===== src/sv/tank_pump_interlock_controller_assert.svh =====
// Assertion macros for the tank pump interlock controller.
// Every macro expects signals named clock and reset in the using module.
`ifndef TANK_PUMP_INTERLOCK_CONTROLLER_ASSERT_SVH
`define TANK_PUMP_INTERLOCK_CONTROLLER_ASSERT_SVH

`ifndef SYNTHESIS
`define TPIC_ASSERT_SAME(label, ante, cons) \
   label: assert property (@(posedge clock) disable iff (reset) (ante) |-> (cons)) \
      else $error("tpic assertion failed: same-cycle implication");
`define TPIC_ASSERT_NEXT(label, ante, cons) \
   label: assert property (@(posedge clock) disable iff (reset) (ante) |=> (cons)) \
      else $error("tpic assertion failed: next-cycle implication");
`else
`define TPIC_ASSERT_SAME(label, ante, cons)
`define TPIC_ASSERT_NEXT(label, ante, cons)
`endif

`endif


===== src/sv/tpic_pkg.sv =====
`timescale 1ns / 1ps

package tpic_pkg;

   localparam int TIME_W   = 32;
   localparam int LEVEL_W  = 10;
   localparam int MS_W     = 22;
   localparam int WIN_W    = 27;
   localparam int STARTS_W = 16;
   localparam int OP_W     = 4;
   localparam int MODE_W   = 2;
   localparam int CSR_ADDR_W = 3;
   localparam int CSR_DATA_W = WIN_W;

   localparam int REQ_DATA_W = 48;
   localparam int RSP_DATA_W = 88;

   // dry run needs a rise of 1 %, overflow releases 5 % below its level
   localparam logic [LEVEL_W:0] RISE_MIN   = 11'd10;
   localparam logic [LEVEL_W:0] OVF_MARGIN = 11'd50;

   localparam logic [LEVEL_W-1:0] UPPER_RST     = 10'd900;
   localparam logic [LEVEL_W-1:0] LOWER_RST     = 10'd200;
   localparam logic [LEVEL_W-1:0] OVERFLOW_RST  = 10'd950;
   localparam logic [LEVEL_W-1:0] MAX_START_RST = 10'd900;
   localparam logic [MS_W-1:0]    MIN_OFF_RST   = 22'd30000;
   localparam logic [MS_W-1:0]    MIN_RUN_RST   = 22'd30000;
   localparam logic [WIN_W-1:0]   WINDOW_RST    = 27'd300000;

   typedef enum logic [CSR_ADDR_W-1:0] {
      CSR_UPPER     = 3'd0,
      CSR_LOWER     = 3'd1,
      CSR_OVERFLOW  = 3'd2,
      CSR_MAX_START = 3'd3,
      CSR_MIN_OFF   = 3'd4,
      CSR_MIN_RUN   = 3'd5,
      CSR_WINDOW    = 3'd6
   } csr_addr_type;

   typedef enum logic [OP_W-1:0] {
      OP_SAMPLE    = 4'd0,
      OP_REQ_ON    = 4'd1,
      OP_REQ_OFF   = 4'd2,
      OP_FORCE_ON  = 4'd3,
      OP_FORCE_OFF = 4'd4,
      OP_TOGGLE    = 4'd5,
      OP_AUTO      = 4'd6,
      OP_MANUAL    = 4'd7,
      OP_OVR_ENTER = 4'd8,
      OP_OVR_EXIT  = 4'd9,
      OP_CLR_ALARM = 4'd10
   } opcode_type;

   typedef enum logic [MODE_W-1:0] {
      MODE_AUTO     = 2'd0,
      MODE_MANUAL   = 2'd1,
      MODE_OVERRIDE = 2'd2
   } mode_type;

endpackage


===== src/sv/tank_pump_interlock_controller.sv =====
`timescale 1ns / 1ps
// An accepted item sits in the input register; its result is registered into the result
//    register, where rsp_tvalid rises, as soon as that register is empty or being read.
// Throughput: one item per cycle while rsp_tready stays high; the input register holds one
//    more item while a result waits, the whole event runs in combinational compare/add logic.
// Reset: synchronous, active high; clears pump state, alarms, counters, timestamps, loads the
//    default thresholds and empties both channels.
`include "tank_pump_interlock_controller_assert.svh"

module tank_pump_interlock_controller (
   input  logic                                clock,
   input  logic                                reset,
   input  logic                                req_tvalid,
   output logic                                req_tready,
   // [3:0] opcode, [35:4] now_ms, [45:36] level, rest zero
   input  logic [tpic_pkg::REQ_DATA_W-1:0]     req_tdata,
   output logic                                rsp_tvalid,
   input  logic                                rsp_tready,
   // [0] pump_running, [2:1] mode_now, [3] dry_run_alarm, [4] overflow_alarm,
   // [5] rapid_cycle_alarm, [21:6] start_count, [53:22] total_run_ms,
   // [85:54] current_run_ms, rest zero
   output logic [tpic_pkg::RSP_DATA_W-1:0]     rsp_tdata,
   input  logic                                csr_we,
   input  logic [tpic_pkg::CSR_ADDR_W-1:0]     csr_addr,
   input  logic [tpic_pkg::CSR_DATA_W-1:0]     csr_wdata
);
   import tpic_pkg::*;

   // configuration
   logic [LEVEL_W-1:0] upper_ff, lower_ff, overflow_ff, max_start_ff;
   logic [MS_W-1:0]    min_off_ff, min_run_ff;
   logic [WIN_W-1:0]   window_ff;

   // input register
   logic               in_valid_ff;
   logic [OP_W-1:0]    in_op_ff;
   logic [TIME_W-1:0]  in_now_ff;
   logic [LEVEL_W-1:0] in_level_ff;

   // controller state; last_on_time always equals run_start, so one register holds both
   logic                pump_ff, pump_in;
   logic                off_seen_ff, off_seen_in;
   mode_type            mode_ff, mode_in;
   logic [TIME_W-1:0]   run_start_ff, run_start_in;
   logic [TIME_W-1:0]   last_off_ff, last_off_in;
   logic [TIME_W-1:0]   acc_ff, acc_in;
   logic [STARTS_W-1:0] starts_ff, starts_in;
   logic                dry_ff, dry_in;
   logic                ovf_ff, ovf_in;
   logic                rapid_ff, rapid_in;
   logic                armed_ff, armed_in;
   logic [TIME_W-1:0]   chk_time_ff, chk_time_in;
   logic [LEVEL_W-1:0]  chk_level_ff, chk_level_in;

   logic                start_w, stop_w;
   logic [TIME_W-1:0]   cur_w, total_w;

   // result register
   logic                out_valid_ff;
   logic [RSP_DATA_W-1:0] out_data_ff;

   logic advance;

   assign advance    = in_valid_ff && (!out_valid_ff || rsp_tready);
   assign req_tready = !in_valid_ff || advance;
   assign rsp_tvalid = out_valid_ff;
   assign rsp_tdata  = out_data_ff;

   always_comb begin
      logic                try_on, try_off, force_on, force_off, safety_stop, ok;
      logic [LEVEL_W-1:0]  start_lvl;
      logic [TIME_W-1:0]   since_chk, since_off, since_run;

      try_on      = 1'b0;
      try_off     = 1'b0;
      force_on    = 1'b0;
      force_off   = 1'b0;
      safety_stop = 1'b0;
      ok          = 1'b0;
      start_lvl   = '0;

      pump_in      = pump_ff;
      off_seen_in  = off_seen_ff;
      mode_in      = mode_ff;
      run_start_in = run_start_ff;
      last_off_in  = last_off_ff;
      acc_in       = acc_ff;
      starts_in    = starts_ff;
      dry_in       = dry_ff;
      ovf_in       = ovf_ff;
      rapid_in     = rapid_ff;
      armed_in     = armed_ff;
      chk_time_in  = chk_time_ff;
      chk_level_in = chk_level_ff;
      start_w      = 1'b0;
      stop_w       = 1'b0;

      since_chk = in_now_ff - chk_time_ff;

      case (opcode_type'(in_op_ff))
         OP_SAMPLE: begin
            if (mode_ff != MODE_OVERRIDE) begin
               if (pump_ff) begin
                  if (!armed_ff) begin
                     armed_in     = 1'b1;
                     chk_time_in  = in_now_ff;
                     chk_level_in = in_level_ff;
                  end else if (since_chk > {{(TIME_W-WIN_W){1'b0}}, window_ff}) begin
                     if ({1'b0, in_level_ff} < {1'b0, chk_level_ff} + RISE_MIN) begin
                        dry_in      = 1'b1;
                        safety_stop = 1'b1;
                     end
                     armed_in = 1'b0;
                  end
               end else begin
                  armed_in = 1'b0;
               end
               if (in_level_ff >= overflow_ff) begin
                  ovf_in = 1'b1;
                  if (pump_ff) safety_stop = 1'b1;
               end else if ({1'b0, in_level_ff} + OVF_MARGIN < {1'b0, overflow_ff}) begin
                  ovf_in = 1'b0;
               end
               if (safety_stop) begin
                  acc_in      = acc_ff + (in_now_ff - run_start_ff);
                  pump_in     = 1'b0;
                  last_off_in = in_now_ff;
                  off_seen_in = 1'b1;
               end
            end
            if (mode_ff == MODE_AUTO) begin
               if (in_level_ff <= lower_ff && !pump_in) begin
                  try_on    = 1'b1;
                  start_lvl = in_level_ff;
               end else if (in_level_ff >= upper_ff && pump_in) begin
                  try_off = 1'b1;
               end
            end
         end
         OP_REQ_ON:    try_on    = 1'b1;
         OP_REQ_OFF:   try_off   = 1'b1;
         OP_FORCE_ON:  force_on  = 1'b1;
         OP_FORCE_OFF: force_off = 1'b1;
         OP_TOGGLE: begin
            if (mode_ff == MODE_MANUAL) begin
               try_on  = !pump_ff;
               try_off = pump_ff;
            end
         end
         OP_AUTO:     mode_in = MODE_AUTO;
         OP_MANUAL:   mode_in = MODE_MANUAL;
         OP_OVR_ENTER: begin
            mode_in  = MODE_OVERRIDE;
            dry_in   = 1'b0;
            ovf_in   = 1'b0;
            rapid_in = 1'b0;
            armed_in = 1'b0;
         end
         OP_OVR_EXIT: mode_in = MODE_AUTO;
         OP_CLR_ALARM: begin
            dry_in   = 1'b0;
            ovf_in   = 1'b0;
            rapid_in = 1'b0;
            armed_in = 1'b0;
         end
         default: ;
      endcase

      // start and stop gates, evaluated on the state left by the safety checks
      since_off = in_now_ff - last_off_in;
      since_run = in_now_ff - run_start_in;

      if (try_on && !pump_in) begin
         ok = 1'b1;
         if (mode_ff != MODE_OVERRIDE) begin
            if (ovf_in) begin
               ok = 1'b0;
            end else if (start_lvl >= max_start_ff) begin
               ok = 1'b0;
            end else if (off_seen_in
                         && since_off < {{(TIME_W-MS_W){1'b0}}, min_off_ff}) begin
               rapid_in = 1'b1;
               ok       = 1'b0;
            end else begin
               rapid_in = 1'b0;
               if (dry_in) ok = 1'b0;
            end
         end
         start_w = ok;
      end
      if (try_off && pump_in) begin
         stop_w = (mode_ff == MODE_OVERRIDE)
                  || (since_run >= {{(TIME_W-MS_W){1'b0}}, min_run_ff});
      end
      if (force_on) start_w = 1'b1;
      if (force_off) stop_w = 1'b1;

      if (start_w) begin
         pump_in      = 1'b1;
         run_start_in = in_now_ff;
         starts_in    = starts_ff + 1'b1;
      end
      if (stop_w) begin
         if (pump_in) acc_in = acc_in + since_run;
         pump_in     = 1'b0;
         last_off_in = in_now_ff;
         off_seen_in = 1'b1;
      end

      cur_w   = pump_in ? (in_now_ff - run_start_in) : '0;
      total_w = acc_in + cur_w;
   end

   always_ff @(posedge clock) begin
      if (reset) begin
         upper_ff     <= UPPER_RST;
         lower_ff     <= LOWER_RST;
         overflow_ff  <= OVERFLOW_RST;
         max_start_ff <= MAX_START_RST;
         min_off_ff   <= MIN_OFF_RST;
         min_run_ff   <= MIN_RUN_RST;
         window_ff    <= WINDOW_RST;
      end else if (csr_we) begin
         case (csr_addr_type'(csr_addr))
            CSR_UPPER:     upper_ff     <= csr_wdata[LEVEL_W-1:0];
            CSR_LOWER:     lower_ff     <= csr_wdata[LEVEL_W-1:0];
            CSR_OVERFLOW:  overflow_ff  <= csr_wdata[LEVEL_W-1:0];
            CSR_MAX_START: max_start_ff <= csr_wdata[LEVEL_W-1:0];
            CSR_MIN_OFF:   min_off_ff   <= csr_wdata[MS_W-1:0];
            CSR_MIN_RUN:   min_run_ff   <= csr_wdata[MS_W-1:0];
            CSR_WINDOW:    window_ff    <= csr_wdata[WIN_W-1:0];
            default: ;
         endcase
      end
   end

   always_ff @(posedge clock) begin
      if (reset) begin
         in_valid_ff <= 1'b0;
      end else if (req_tready) begin
         in_valid_ff <= req_tvalid;
      end
      if (req_tready && req_tvalid) begin
         in_op_ff    <= req_tdata[OP_W-1:0];
         in_now_ff   <= req_tdata[OP_W+TIME_W-1:OP_W];
         in_level_ff <= req_tdata[OP_W+TIME_W+LEVEL_W-1:OP_W+TIME_W];
      end
   end

   always_ff @(posedge clock) begin
      if (reset) begin
         pump_ff      <= 1'b0;
         off_seen_ff  <= 1'b0;
         mode_ff      <= MODE_AUTO;
         run_start_ff <= '0;
         last_off_ff  <= '0;
         acc_ff       <= '0;
         starts_ff    <= '0;
         dry_ff       <= 1'b0;
         ovf_ff       <= 1'b0;
         rapid_ff     <= 1'b0;
         armed_ff     <= 1'b0;
         chk_time_ff  <= '0;
         chk_level_ff <= '0;
      end else if (advance) begin
         pump_ff      <= pump_in;
         off_seen_ff  <= off_seen_in;
         mode_ff      <= mode_in;
         run_start_ff <= run_start_in;
         last_off_ff  <= last_off_in;
         acc_ff       <= acc_in;
         starts_ff    <= starts_in;
         dry_ff       <= dry_in;
         ovf_ff       <= ovf_in;
         rapid_ff     <= rapid_in;
         armed_ff     <= armed_in;
         chk_time_ff  <= chk_time_in;
         chk_level_ff <= chk_level_in;
      end
   end

   always_ff @(posedge clock) begin
      if (reset) begin
         out_valid_ff <= 1'b0;
      end else if (advance) begin
         out_valid_ff <= 1'b1;
      end else if (rsp_tready) begin
         out_valid_ff <= 1'b0;
      end
      if (advance) begin
         out_data_ff <= {2'b00, cur_w, total_w, starts_in, rapid_in, ovf_in, dry_in,
                         mode_in, pump_in};
      end
   end

   `TPIC_ASSERT_SAME(a_start_stop_excl, advance, !(start_w && stop_w))
   `TPIC_ASSERT_SAME(a_override_quiet, mode_ff == MODE_OVERRIDE,
      !armed_ff && !dry_ff && !ovf_ff && !rapid_ff)
   `TPIC_ASSERT_NEXT(a_start_counts, advance && start_w,
      starts_ff == $past(starts_ff) + 1'b1)
   `TPIC_ASSERT_NEXT(a_result_follows, advance, rsp_tvalid)
   `TPIC_ASSERT_SAME(a_idle_run_zero, rsp_tvalid && !rsp_tdata[0], rsp_tdata[85:54] == '0)

endmodule


===== config.mk =====
export PLATFORM = sky130hd
export DESIGN_NAME = tank_pump_interlock_controller
export DESIGN_NICKNAME = d
export VERILOG_FILES = /design/src/sv/tpic_pkg.sv /design/src/sv/tank_pump_interlock_controller.sv
export VERILOG_INCLUDE_DIRS = /design/src /design/src/sv
export SDC_FILE = /design/constraint.sdc
export NUM_CORES = 1
export LEC_CHECK = 0
export BUFFER_PORTS_ARGS = -buffer_cell sky130_fd_sc_hd__buf_4
export CAP_MARGIN = 20
export CORE_MARGIN = 2
export CORE_UTILIZATION = 40
export CTS_CLUSTER_DIAMETER = 30
export DETAILED_ROUTE_END_ITERATION = 10
export PLACE_DENSITY_LB_ADDON = 0.2
export SLEW_MARGIN = 20
export SYNTH_ARGS = -nofsm -noshare
export SYNTH_HDL_FRONTEND = slang
export SYNTH_SLANG_ARGS = --single-unit

===== constraint.sdc =====
create_clock -name clock -period 19.4 [get_ports clock]
set_input_delay 2.91 -clock clock [delete_from_list [all_inputs] [get_ports clock]]
set_output_delay 2.91 -clock clock [all_outputs]
set_load 0.02 [all_outputs]

==> impl_summary.md <==
Yosys
In the synthesized netlist the async set-or-reset flop fraction comes to 0. Of the total synthesized cell area, the portion taken by XOR and XNOR cells is 0.06220. In the synthesized netlist, the number of instances is 3,711. The Yosys step of the flow raised 0 warnings. The sequential share of the synthesized area is 0.3157. Dividing the synthesized area by the synthesized cell count gives 8.082 um2.

The synthesized netlist occupies a cell area of 0.02999 mm2. The count of state elements after synthesis is 407. The area fraction in compound gates after synthesis is 0.1998.

Measured against the total synthesized area, the mux share comes to 0.02757. After synthesis, the largest family of logic cells by area is compound AO/OA/AOI/OAI gates. The number of enable-type register cells in the synthesized netlist is 132. The dominant synthesized flop cell is sky130_fd_sc_hd__dfxtp_1. Of the total synthesized cell area, the portion taken by AND, OR, NAND and NOR gates is 0.1942. Yosys mapped the design onto 98 distinct sky130hd cell types. The fraction of the mapped netlist area in adder cells is 0.1481.

Clocking
The clock net in this run drives a total of 407 sinks. The CTS tree is yes. The count of H-tree levels built during CTS is 3. The total clock buffers created by CTS is 108.

The maximum buffer depth of the clock tree is 3. The clock insertion delay at the later pin of the skew report is 0.68 ns. For this design, the CTS-stage hold fixing added 0 buffers.

The quantity of gates resized following cts is 0. In this run the clock root is driven by a sky130_fd_sc_hd__clkbuf_16. Clock-pin slew was measured on the worst setup and hold paths at 0.05 ns. In this run the post-CTS setup repair buffer count came out at 0.

STA
The final-report hold violation count was 0. The final critical-path share of the clock period is 0.9043. The slew at the pin with the worst max-slew slack is 0.9996 ns.

Between clock sinks in the finished design, the worst skew comes to 0.05935 ns. Setup repair after global routing left no endpoint under its margin. Final hold analysis gives a worst-case slack of 0.4477 ns. The final period demand of the worst path is 17.54 ns. Timing would allow up to 57.00 MHz. The final total negative setup slack is 0 ns. The number of max-slew violations in the final report was 0. Setup violations remaining at the end of the flow were counted as 0. The normalized max-slew margin is 0.3317.

Power and ir drop
In this run the power density over the cells is 88.39 mW/mm2. Across the VDD grid, the largest voltage drop is 69.55 uV. The leakage power total is 0.01523 uW.

Overall power consumption after layout is estimated at 3177 uW.

Floorplan
The effective utilization at floorplan is 0.4036. The total die area is 0.07719 mm2. The die is 277.8 um tall.

The initialized floorplan defines 100 standard-cell rows. The core area is 0.07432 mm2. The die width is 277.8 um. Pin placement for this block handled 173 I/O pins.

Detailed routing
Summed over all nets, wire length on met2 after detailed routing comes to 36,210 um. After detailed routing, the number of vias per cell comes to 5.236. The highest layer touched by signal routing is met4. Dividing the detail-routed wire length by the instance count gives 16.62 um. The detailed router put a total of 40,540 um of wire on met1. The number of iterations in the first detailed-routing pass is 5. The routed layout has 25,920 vias. The detailed router finished its first iteration with 1,380 violations. After detailed routing, the total wire length is 82,290 um. The number of remaining DRC errors is 0. The post-detailed-route count of antenna-violating nets is 0. Detailed routing placed a total of 3925 um of wire on met3.

Critical path
The endpoint arrival time on the critical path is 17.95 ns. STA classifies the critical path startpoint as a flip-flop. The most repeated library cell on the critical path is sky130_fd_sc_hd__a21oi_1. The critical path's largest stage delay is 0.72 ns. The critical path's slowest cell is sky130_fd_sc_hd__o21ai_4. Of all nets on the critical path, the largest fanout is 27.

The setup path with the least slack is of type reg2reg. The required time reported for the critical path endpoint is 19.80 ns. The capturing element type of the critical path is a flip-flop.

Outcome
The flow ran to the end, and the final reports show no timing, DRC or antenna violations.

Global routing
The via count of the first global-routing pass is 24,630. The first global-routing pass estimated 130,900 um of wire. The global-route congestion overflow total is 0. Entering global routing, the biggest net connects 96 pins. The number of antenna violations at the first check in global routing was 0. The overall routing resource usage is 0.2100.

Layout
The synthesis-to-finish area growth is 19.82%. The share of final-layout standard cells stronger than drive strength 1 is 0.1128. The layout has 7,323 filler cells. The final-stage net count is 4,317.

Run
The tool flagged a number of max-cap violations equal to 0.

Placement
Routability-driven placement finished with a final weighted congestion of 0.8989. The detailed placement HPWL is 60,930 um. The count of buffers from port buffering is 168.

Worst hold path
In this run the worst hold path is classified as reg2reg.
==> kinds of logic (layout without fill, tap and decap cells) <==
group                      after synthesis  count (layout)
and+or+nand+nor                       1303            1303
AOI/OAI and AO/OA                      943             943
xor gates and xnor gates               213             213
adders and majority gates              351             351
buffers and inverters                  413             681
DFF                                    407             407
other                                    1               3
muxes                                   80              80
==> cells in the final DEF, fill, tap and decap left out, types with 9 or more instances in the layout <==
master	n
sky130_fd_sc_hd__a211o_1	26
sky130_fd_sc_hd__a211oi_1	27
sky130_fd_sc_hd__a21boi_0	22
sky130_fd_sc_hd__a21o_1	101
sky130_fd_sc_hd__a21oi_1	392
sky130_fd_sc_hd__a31oi_1	16
sky130_fd_sc_hd__and2_1	20
sky130_fd_sc_hd__and3_1	35
sky130_fd_sc_hd__buf_4	193
sky130_fd_sc_hd__clkbuf_1	22
sky130_fd_sc_hd__clkbuf_16	111
sky130_fd_sc_hd__clkbuf_8	13
sky130_fd_sc_hd__clkinv_2	22
sky130_fd_sc_hd__clkinvlp_4	11
sky130_fd_sc_hd__dfxtp_1	275
sky130_fd_sc_hd__edfxtp_1	132
sky130_fd_sc_hd__ha_1	343
sky130_fd_sc_hd__inv_1	280
sky130_fd_sc_hd__mux2_2	17
sky130_fd_sc_hd__mux2i_1	62
sky130_fd_sc_hd__nand2_1	589
sky130_fd_sc_hd__nand2b_1	41
sky130_fd_sc_hd__nand3_1	69
sky130_fd_sc_hd__nand3b_1	23
sky130_fd_sc_hd__nand4_1	26
sky130_fd_sc_hd__nor2_1	306
sky130_fd_sc_hd__nor2b_1	42
sky130_fd_sc_hd__nor3_1	80
sky130_fd_sc_hd__nor4_1	9
sky130_fd_sc_hd__o211ai_1	17
sky130_fd_sc_hd__o21a_1	37
sky130_fd_sc_hd__o21ai_0	137
sky130_fd_sc_hd__o21ai_1	16
sky130_fd_sc_hd__o21bai_1	33
sky130_fd_sc_hd__o31ai_1	19
sky130_fd_sc_hd__or2_2	14
sky130_fd_sc_hd__or3_1	20
sky130_fd_sc_hd__xnor2_1	132
sky130_fd_sc_hd__xor2_1	81
==> Yosys cell counts, drive strengths merged, types with 6 or more instances <==
library cell	n	area [um2]
mux2i	62	620.6
edfxtp	132	3964
o211ai	17	127.6
a41oi	8	77.58
nand2	590	2217
o31ai	20	155.1
nand3b	23	172.7
o21ai	156	784.5
nor3	84	430.4
o21bai	33	247.7
a211o	26	227.7
dfxtp	275	5505
clkbuf	115	431.7
nor2	309	1160
inv	280	1051
a31oi	17	112.6
and2	22	137.6
nand3	69	345.3
o2111ai	9	85.08
a21boi	23	172.7
nor2b	42	262.8
xnor2	132	1156
o21a	37	277.8
o41ai	9	112.6
nor4	12	102.6
a31o	6	52.55
a21o	101	758.2
nand4	26	162.7
and3	35	219.0
nand2b	42	262.8
a211oi	30	240.2
or3	20	125.1
a21oi	395	2003
xor2	81	709.4
or2	14	87.58
ha	343	4292
buf	17	83.83
fa	7	140.1
mux2	18	206.4
==> final timing paths <==
path	start	endpoint	slack [ns]	cells after the start
worst max-delay path	in_now_ff[0]$_DFFE_PP_	rsp_tdata[52]$_DFFE_PP_	1.86	74
worst min-delay path	off_seen_ff$_SDFFE_PP0P_	off_seen_ff$_SDFFE_PP0P_	0.45	2
worst max register to register	in_now_ff[0]$_DFFE_PP_	rsp_tdata[52]$_DFFE_PP_	1.86	74
worst min register to register	off_seen_ff$_SDFFE_PP0P_	off_seen_ff$_SDFFE_PP0P_	0.45	2
==> metal layers <==
layer  GRT usage  vias up
met2      0.3325      529
met1      0.2962    11900
li1            -    13390
met4     0.06292        0
met3     0.02864      105
met5           0        -
==> power breakdown <==
| group | internal [uW] | leakage, uW | switching, uW |
|---|---|---|---|
| Sequential | 913 | 0.00346 | 27.7 |
| Combinational | 194 | 0.00998 | 279 |
| Clock | 1190 | 0.00179 | 574 |
==> flip-flops by register name (all words and copies together) (netlist names), 2 cells and up <==
| register | count |
|---|---|
| max_start_ff | 10 |
| chk_time_ff | 32 |
| mode_ff | 2 |
| in_level_ff | 10 |
| min_run_ff | 22 |
| window_ff | 27 |
| in_op_ff | 4 |
| starts_ff | 16 |
| acc_ff | 32 |
| in_now_ff | 32 |
| last_off_ff | 32 |
| upper_ff | 10 |
| run_start_ff | 32 |
| min_off_ff | 22 |
| lower_ff | 10 |
| chk_level_ff | 10 |
| rsp_tdata | 86 |
| overflow_ff | 10 |
==> final cells by class <==
cell class / instances / area, um2 / area share
Clock buffer: 145 / 3025 / 0.08419
Inverter: 281 / 1060 / 0.02949
Clock inverter: 61 / 696.9 / 0.01939
Multi-Input combinational cell: 2892 / 19010 / 0.5289
Tap cell: 969 / 1212 / 0.03374
Timing Repair Buffer: 194 / 1463 / 0.04070
Antenna cell: 1 / 2.502 / 0.00006963
Sequential cell: 407 / 9469 / 0.2635
==> metrics by stage <==
step / worst slack (ns) / util / std cells / cell area [um2]
CTS: 1.861 / 0.4835 / 4949 / 35930
global placement: 2.111 / 0.4334 / 4743 / 32210
global route: 0.1907 / 0.4835 / 4949 / 35930
detailed placement: 1.956 / 0.4334 / 4743 / 32210
finish: 1.857 / 0.4835 / 4950 / 35940
floorplan: 4.284 / - / 3712 / 30000
==> worst max-delay path: cells and delay by family, from the launching register on <==
family / cells / cell delay [ns]
AOI/OAI and AO/OA: 41 / 8.67
and+or+nand+nor: 17 / 3.92
adders and majority gates: 8 / 2.64
DFF: 1 / 0.43
muxes: 1 / 0.13
xor gates and xnor gates: 3 / 0.31
buffers and inverters: 4 / 1.08
Note: power is estimated with default switching activity, not from simulation.
